==> config.mk <==
export PLATFORM = sky130hd
export DESIGN_NAME = fpdv_recip
export DESIGN_NICKNAME = d
export VERILOG_FILES = /design/src/rtl/fpdv_pkg.sv /design/src/rtl/fpdv_recip.sv
export SDC_FILE = /design/constraint.sdc
export NUM_CORES = 1
export LEC_CHECK = 0
export ABC_AREA = 1
export BUFFER_PORTS_ARGS = -buffer_cell sky130_fd_sc_hd__buf_2
export CORE_ASPECT_RATIO = 1.2
export CORE_MARGIN = 3
export CORE_UTILIZATION = 50
export CTS_CLUSTER_DIAMETER = 80
export CTS_CLUSTER_SIZE = 14
export DETAILED_ROUTE_END_ITERATION = 6
export GPL_TIMING_DRIVEN = 0
export MAX_ROUTING_LAYER = met4
export PLACE_DENSITY = 0.77
export SLEW_MARGIN = 30
export SYNTH_ARGS = -nofsm -noshare
export SYNTH_HDL_FRONTEND = slang
export SYNTH_SLANG_ARGS = --single-unit
==> constraint.sdc <==
create_clock -name clk -period 17.74 [get_ports clk]
set_clock_uncertainty 0.05 [all_clocks]
set_input_delay 4.435 -clock clk [delete_from_list [all_inputs] [get_ports clk]]
set_output_delay 4.435 -clock clk [all_outputs]
set_load 0.01 [all_outputs]
==> src/rtl/fpdv_pkg.sv <==
// Shared types and constants for the fixed-point divider with selectable Q format.
// No dependencies; imported by every fpdv module and the top level.
`timescale 1ns / 1ps
package fpdv_pkg;

  // (2^31-1) >> 2, numerator of the reciprocal estimate
  localparam logic [29:0] RECIP_NUM = 30'h1FFF_FFFF;
  localparam int RECIP_QW = 15;               // quotient bits of the estimate
  localparam int RECIP_BPS = 3;               // quotient bits per divider stage
  localparam int RECIP_STG = RECIP_QW / RECIP_BPS;
  localparam logic signed [7:0] SHIFT_BASE = 8'sd29;
  localparam logic signed [31:0] S32_MIN = 32'sh8000_0000;
  localparam logic signed [31:0] S32_MAX = 32'sh7FFF_FFFF;

  // operands and shift carried along the pipeline
  typedef struct packed {
    logic signed [31:0] an;
    logic signed [31:0] bn;
    logic signed [7:0]  lsh;
    logic               dbz;
  } fpdv_ctx_t;

  // divider stage contents
  typedef struct packed {
    logic [29:0]          rem;
    logic [15:0]          d;
    logic [RECIP_QW-1:0]  q;
    logic                 neg;
    fpdv_ctx_t            ctx;
  } fpdv_div_t;

  // leading zero count of a 32-bit word, 32 for zero
  function automatic logic [5:0] lzc32(input logic [31:0] v);
    logic [5:0] n;
    n = 6'd32;
    for (int i = 0; i < 32; i++) begin
      if (v[i]) n = 6'(31 - i);
    end
    return n;
  endfunction

  // replace the most negative value by its neighbor
  function automatic logic signed [31:0] sat_min(input logic [31:0] v);
    return (v == S32_MIN) ? (S32_MIN + 32'sd1) : $signed(v);
  endfunction

endpackage

==> src/rtl/fpdv_recip.sv <==
// Pipelined restoring divider for the 15-bit reciprocal estimate, three bits per stage.
// Depends on fpdv_pkg.
`timescale 1ns / 1ps
module fpdv_recip import fpdv_pkg::*; (
  input  logic             clk,
  input  logic             rst_n,
  input  logic             en,
  input  logic             in_vld,
  input  fpdv_div_t        in_dv,
  output logic             out_vld,
  output logic signed [15:0] inv,
  output fpdv_ctx_t        out_ctx
);

  fpdv_div_t dv_r  [RECIP_STG+1];
  logic      vld_r [RECIP_STG+1];

  assign dv_r[0]  = in_dv;
  assign vld_r[0] = in_vld;

  for (genvar k = 0; k < RECIP_STG; k++) begin : g_stg
    fpdv_div_t nxt;
    always_comb begin
      logic [29:0] sub;
      nxt = dv_r[k];
      for (int j = 0; j < RECIP_BPS; j++) begin
        sub = 30'(nxt.d) << (RECIP_QW - 1 - RECIP_BPS * k - j);
        if (nxt.rem >= sub) begin
          nxt.rem = nxt.rem - sub;
          nxt.q[RECIP_QW - 1 - RECIP_BPS * k - j] = 1'b1;
        end
      end
    end
    always_ff @(posedge clk) begin
      if (!rst_n) vld_r[k+1] <= 1'b0;
      else if (en) vld_r[k+1] <= vld_r[k];
    end
    always_ff @(posedge clk) begin
      if (en) dv_r[k+1] <= nxt;
    end
  end

  // truncation toward zero: negate the magnitude quotient
  assign inv     = dv_r[RECIP_STG].neg ? -$signed({1'b0, dv_r[RECIP_STG].q})
                                       :  $signed({1'b0, dv_r[RECIP_STG].q});
  assign out_vld = vld_r[RECIP_STG];
  assign out_ctx = dv_r[RECIP_STG].ctx;

endmodule

; Word-level counts from Yosys, hierarchy flattened
; Index checks and enable logic that the tools add are counted.
[classes]
addsub = 15
order_cmp = 15
muxes = 15
[op_table]
columns = op, n
row1 = 30-bit 2-to-1 mux, 14
row2 = 30-bit by 16-bit greater-or-equal comparator with 1-bit output, 1
row3 = 30-bit by 17-bit greater-or-equal comparator with 1-bit output, 1
row4 = 30-bit by 18-bit greater-or-equal comparator with 1-bit output, 1
row5 = 30-bit by 19-bit greater-or-equal comparator with 1-bit output, 1
row6 = 30-bit by 20-bit greater-or-equal comparator with 1-bit output, 1
row7 = 30-bit by 21-bit greater-or-equal comparator with 1-bit output, 1
row8 = 30-bit by 22-bit greater-or-equal comparator with 1-bit output, 1
row9 = 30-bit by 23-bit greater-or-equal comparator with 1-bit output, 1
row10 = 30-bit by 24-bit greater-or-equal comparator with 1-bit output, 1
row11 = 30-bit by 25-bit greater-or-equal comparator with 1-bit output, 1
row12 = 30-bit by 26-bit greater-or-equal comparator with 1-bit output, 1
row13 = 30-bit by 27-bit greater-or-equal comparator with 1-bit output, 1
row14 = 30-bit by 28-bit greater-or-equal comparator with 1-bit output, 1
row15 = 30-bit by 29-bit greater-or-equal comparator with 1-bit output, 1
row16 = 30-bit greater-or-equal comparator, 1
row17 = 30-bit by 17-bit subtractor with 30-bit output, 1
row18 = 30-bit by 18-bit subtractor with 30-bit output, 1
row19 = 30-bit by 19-bit subtractor with 30-bit output, 1
row20 = 30-bit by 20-bit subtractor with 30-bit output, 1
row21 = 30-bit by 21-bit subtractor with 30-bit output, 1
row22 = 30-bit by 22-bit subtractor with 30-bit output, 1
row23 = 30-bit by 23-bit subtractor with 30-bit output, 1
row24 = 30-bit by 24-bit subtractor with 30-bit output, 1
row25 = other kinds (8), 8
[word_totals]
register_bits = 634
in_bits = 139
out_inout_bits = 90
wordCells = 103

; Depth between registers and ports, before layout
[depth]
depth_word = 6
mapped_depth = 49
depth_no_buf = 47

; Worst setup path after synthesis
; OpenSTA, ideal clock, no wires.
[synth_path]
kind = input -> register
from = input port in_dv[102] in the netlist's numbering
to = register dv_r[657] in the netlist's numbering, data pin
setup_ns = 0.264
t_arrival_ns = 10.521
setup_slack_ns = 6.905
path_stages = 43
path_buffers = 3
path_cell_list = inv_1 -> ha_1 -> nand2_1 -> nor3_1 -> nand4_1 -> nor4b_1 -> nand4_1 -> nand3_1 -> inv_1 -> clkbuf_1 -> nand2_1 -> nand2_1 -> ha_1 -> a21oi_1 -> o21ai_0 -> nand2_1 -> nand2_1 -> a21oi_1 -> [7 not listed] -> inv_1 -> clkbuf_1 -> nand2_1 -> o21ai_0 -> ha_1 -> a21oi_1 -> o21ai_0 -> a21oi_1 -> o21ai_0 -> nand3_1 -> nand2_1 -> a31oi_1 -> o21ai_0 -> a41oi_1 -> nand3_1 -> clkbuf_1 -> nand2_1 -> o21ai_1
[synth_rtl]
columns = element, line
row1 = "start, declared", fpdv_recip.sv:9  ; input fpdv_div_t in_dv,
row2 = "end signal, assigned by index", fpdv_recip.sv:39  ; if (en) dv_r[k+1] <= nxt;
row3 = "end, declared", fpdv_recip.sv:15  ; fpdv_div_t dv_r [RECIP_STG+1];

==> flow_results.xml <==
<?xml version="1.0" encoding="UTF-8"?>
<metrics>
  <group name="yosys">
    <metric name="netlist_top_cells_count" unit="">sky130_fd_sc_hd__nand2_1, sky130_fd_sc_hd__edfxtp_1, sky130_fd_sc_hd__inv_1</metric>
    <metric name="synthesis.instances" unit="">4166</metric>
    <metric name="yosysWarningCount" unit="">0</metric>
    <metric name="synth_edf_count" unit="">629</metric>
    <metric name="synthDistinctLibCells" unit="">57</metric>
    <metric name="synth-seq-cells" unit="">634</metric>
    <metric name="yosys.area.top_type" unit="">sky130_fd_sc_hd__edfxtp_1</metric>
    <metric name="synth_top_cells_by_area" unit="">sky130_fd_sc_hd__edfxtp_1, sky130_fd_sc_hd__nand2_1, sky130_fd_sc_hd__ha_1</metric>
    <metric name="syn-cell-area" unit="µm²">38000</metric>
    <metric name="yosysMostFrequentCell" unit="">sky130_fd_sc_hd__nand2_1</metric>
    <metric name="synth_nets" unit="">4560</metric>
    <metric name="synth.top_cell.area_share" unit="">0.497</metric>
    <metric name="post_synth.cell_area_avg" unit="µm²">9.13</metric>
    <metric name="dominantRegCellSynth" unit="">sky130_fd_sc_hd__edfxtp_1</metric>
    <metric name="asyncSetResetFlopFracSynth" unit="">0</metric>
    <metric name="ys_seq_area_frac" unit="">0.499</metric>
  </group>
  <group name="cts">
    <metric name="clk_root_buffer_cell" unit="">sky130_fd_sc_hd__clkbuf_16</metric>
    <metric name="cts.path.max_buffers" unit="">3</metric>
    <metric name="cts_hold_buffers" unit="">0</metric>
    <metric name="cts_tree" unit="">yes</metric>
    <metric name="cts-htree-levels" unit="">2</metric>
    <metric name="clock_latency_on_the_worst_skew_pair" unit="ns">0.63</metric>
    <metric name="number_of_buffers_created_by_cts" unit="">54</metric>
    <metric name="post_cts_resized" unit="">0</metric>
    <metric name="cts_setup_buffers" unit="">0</metric>
    <metric name="path_clk_slew" unit="ns">0.07</metric>
    <metric name="cts.sinks" unit="">634</metric>
  </group>
  <group name="min_path">
    <metric name="timing.hold.worst.class" unit="">register to register</metric>
  </group>
  <group name="floorplanning">
    <metric name="die_y" unit="µm">308</metric>
    <metric name="fp.dieArea" unit="µm²">79400</metric>
    <metric name="placement_rows" unit="">110</metric>
    <metric name="fp.dieW" unit="µm">258</metric>
    <metric name="design.core.area" unit="µm²">75100</metric>
    <metric name="io-pin-count" unit="">229</metric>
    <metric name="initial_utilization" unit="">0.506</metric>
  </group>
  <group name="worst_setup_path">
    <metric name="path_max_fanout" unit="">10</metric>
    <metric name="worstSetupEndpointType" unit="">register</metric>
    <metric name="critPathSlowestCell" unit="">sky130_fd_sc_hd__nor4b_1</metric>
    <metric name="critical_path.most_common_cell" unit="">sky130_fd_sc_hd__nand2_1</metric>
    <metric name="critical_path_arrival" unit="ns">13.41</metric>
    <metric name="crit_required" unit="ns">18.05</metric>
    <metric name="critPathMaxStageDelay" unit="ns">0.52</metric>
    <metric name="cpLargestDelayFamily" unit="">simple AND/OR/NAND/NOR gates</metric>
    <metric name="worst-path-buf-inv" unit="">9</metric>
    <metric name="timing.setup.critical_path_class" unit="">primary input to register</metric>
    <metric name="worstSetupStartpointType" unit="">primary input</metric>
  </group>
  <group name="global_routing">
    <metric name="overall_overflow_remaining_after_global_route" unit="">0</metric>
    <metric name="grt_start_max_net_pins" unit="">97</metric>
    <metric name="gr-usage-all-layers" unit="">0.242</metric>
    <metric name="grt_antenna_before_repair" unit="">8</metric>
    <metric name="vias_in_the_first_global_route" unit="">27817</metric>
    <metric name="grt_first_pass_wirelength" unit="µm">148000</metric>
  </group>
  <group name="detailed_routing">
    <metric name="firstDrtPassIters" unit="">6</metric>
    <metric name="avgRoutedWirePerCell" unit="µm">17.2</metric>
    <metric name="detail-route-antenna-nets" unit="">0</metric>
    <metric name="viasPerCell" unit="">5.27</metric>
    <metric name="drt_first_iter_violations" unit="">1934</metric>
    <metric name="via_count" unit="">28993</metric>
    <metric name="routed_wirelength" unit="µm">94600</metric>
    <metric name="remaining_drc_errors" unit="">0</metric>
  </group>
  <group name="place">
    <metric name="dp_hpwl" unit="µm">76500</metric>
    <metric name="place.gp.congestion" unit="">1.00</metric>
    <metric name="port_buffers" unit="">228</metric>
    <metric name="dpl_cell_area" unit="µm²">40700</metric>
  </group>
  <group name="timing">
    <metric name="rsz0062_at_grt" unit="">no</metric>
    <metric name="worstMarginPinSlew" unit="ns">0.795</metric>
    <metric name="setup_viol" unit="">0</metric>
    <metric name="finalWorstPathRequiredPeriod" unit="ns">13.10</metric>
    <metric name="worst_slew_margin_relative_to_its_limit" unit="">0.463</metric>
    <metric name="final.setup.tns" unit="ns">0</metric>
    <metric name="count_of_endpoints_failing_hold_in_the_final_timing_report" unit="">0</metric>
    <metric name="timing.fmax" unit="GHz">0.0763</metric>
    <metric name="slew_viol_final" unit="">0</metric>
    <metric name="min_period_over_period" unit="">0.739</metric>
  </group>
  <group name="run">
    <metric name="cap_viol_max_count" unit="">0</metric>
  </group>
  <group name="cells_and_area">
    <metric name="fin_area" unit="µm²">42300</metric>
    <metric name="final_layout_size_suffix_gt1_frac" unit="">0.111</metric>
    <metric name="areaGrowthSynthToFinish" unit="%">11.2</metric>
    <metric name="fillCellCount" unit="">6659</metric>
    <metric name="nets" unit="">4852</metric>
  </group>
  <group name="run_status">
    <metric name="status" unit="">complete, no violations</metric>
  </group>
</metrics>
-- cell type report --
type	count	area, µm²	share of cell area
Clock buffer	70	1410	0.0334
Sequential cell	634	19000	0.449
Tap cell	1008	1260	0.0298
Multi-Input combinational cell	2905	16300	0.386
Antenna cell	8	20.0	0.000473
Inverter	505	1900	0.0448
Buffer	122	817	0.0193
Clock inverter	11	196	0.00464
Timing Repair Buffer	236	1370	0.0324
-- layout by cell type (no fill, tap or decap), drive strengths merged, types with 94 or more instances in the layout --
master	instances
ha	241
edfxtp	629
clkbuf	94
o21ai	258
xor2	125
inv	504
nand3	232
nor2	327
nand2	1096
buf	334
xnor2	106
a21oi	255
-- sequential cells by signal (all words and copies together), names as in the netlist --
signal,cells
dv_r,556
out_ctx,73
vld_r,4
out_vld,1
-- stage by stage --
stage               setup slack [ns]  cells   util  hold slack, ns
CTS                             4.67   5491  0.563           0.358
floorplan                       6.90   4166      -           0.350
finish                          4.64   5499  0.563           0.359
global route                    3.66   5499  0.563           0.364
global placement                1.47   5402  0.538           0.350
detailed placement              4.00   5410  0.541           0.355
-- worst register-to-register path, delay by kind of cell (launching register included) --
kind            cells  cell delay [ns]
simple gates       17             2.24
buf+inv             9             2.06
flops               1             0.54
compound gates     11             2.87
fa+ha+maj           3             1.24
-- cells by family (layout without fill, tap and decap cells) --
group | after synthesis | after routing | synth area share
AOI/OAI and AO/OA | 588 | 588 | 0.0828
xor gates and xnor gates | 231 | 231 | 0.0532
adders and majority gates | 255 | 255 | 0.0867
buffers and inverters | 627 | 944 | 0.0713
DFF | 634 | 634 | 0.499
other | 0 | 8 | 0
and+or+nand+nor | 1831 | 1831 | 0.207
-- routing by layer --
metal | share of wire | vias to the layer above | global-route usage
li1 | - | 14619 | -
met1 | 0.41 | 13364 | 0.292
met2 | 0.49 | 797 | 0.414
met3 | 0.054 | 213 | 0.0314
met4 | 0.045 | 0 | 0.0960
met5 | 0 | - | -
-- final timing paths --
path,from,endpoint,slack [ns],cells past startpoint
worst max-delay path,in_dv[100],dv_r[669],4.64,44
worst min-delay path,dv_r[174],out_ctx[39],0.36,0
worst max register to register,dv_r[509],dv_r[350],8.48,40
worst min register to register,dv_r[174],out_ctx[39],0.36,0
Power is not shown: default switching activity piles up to over one toggle a cycle in this logic, so the estimate is an artifact.
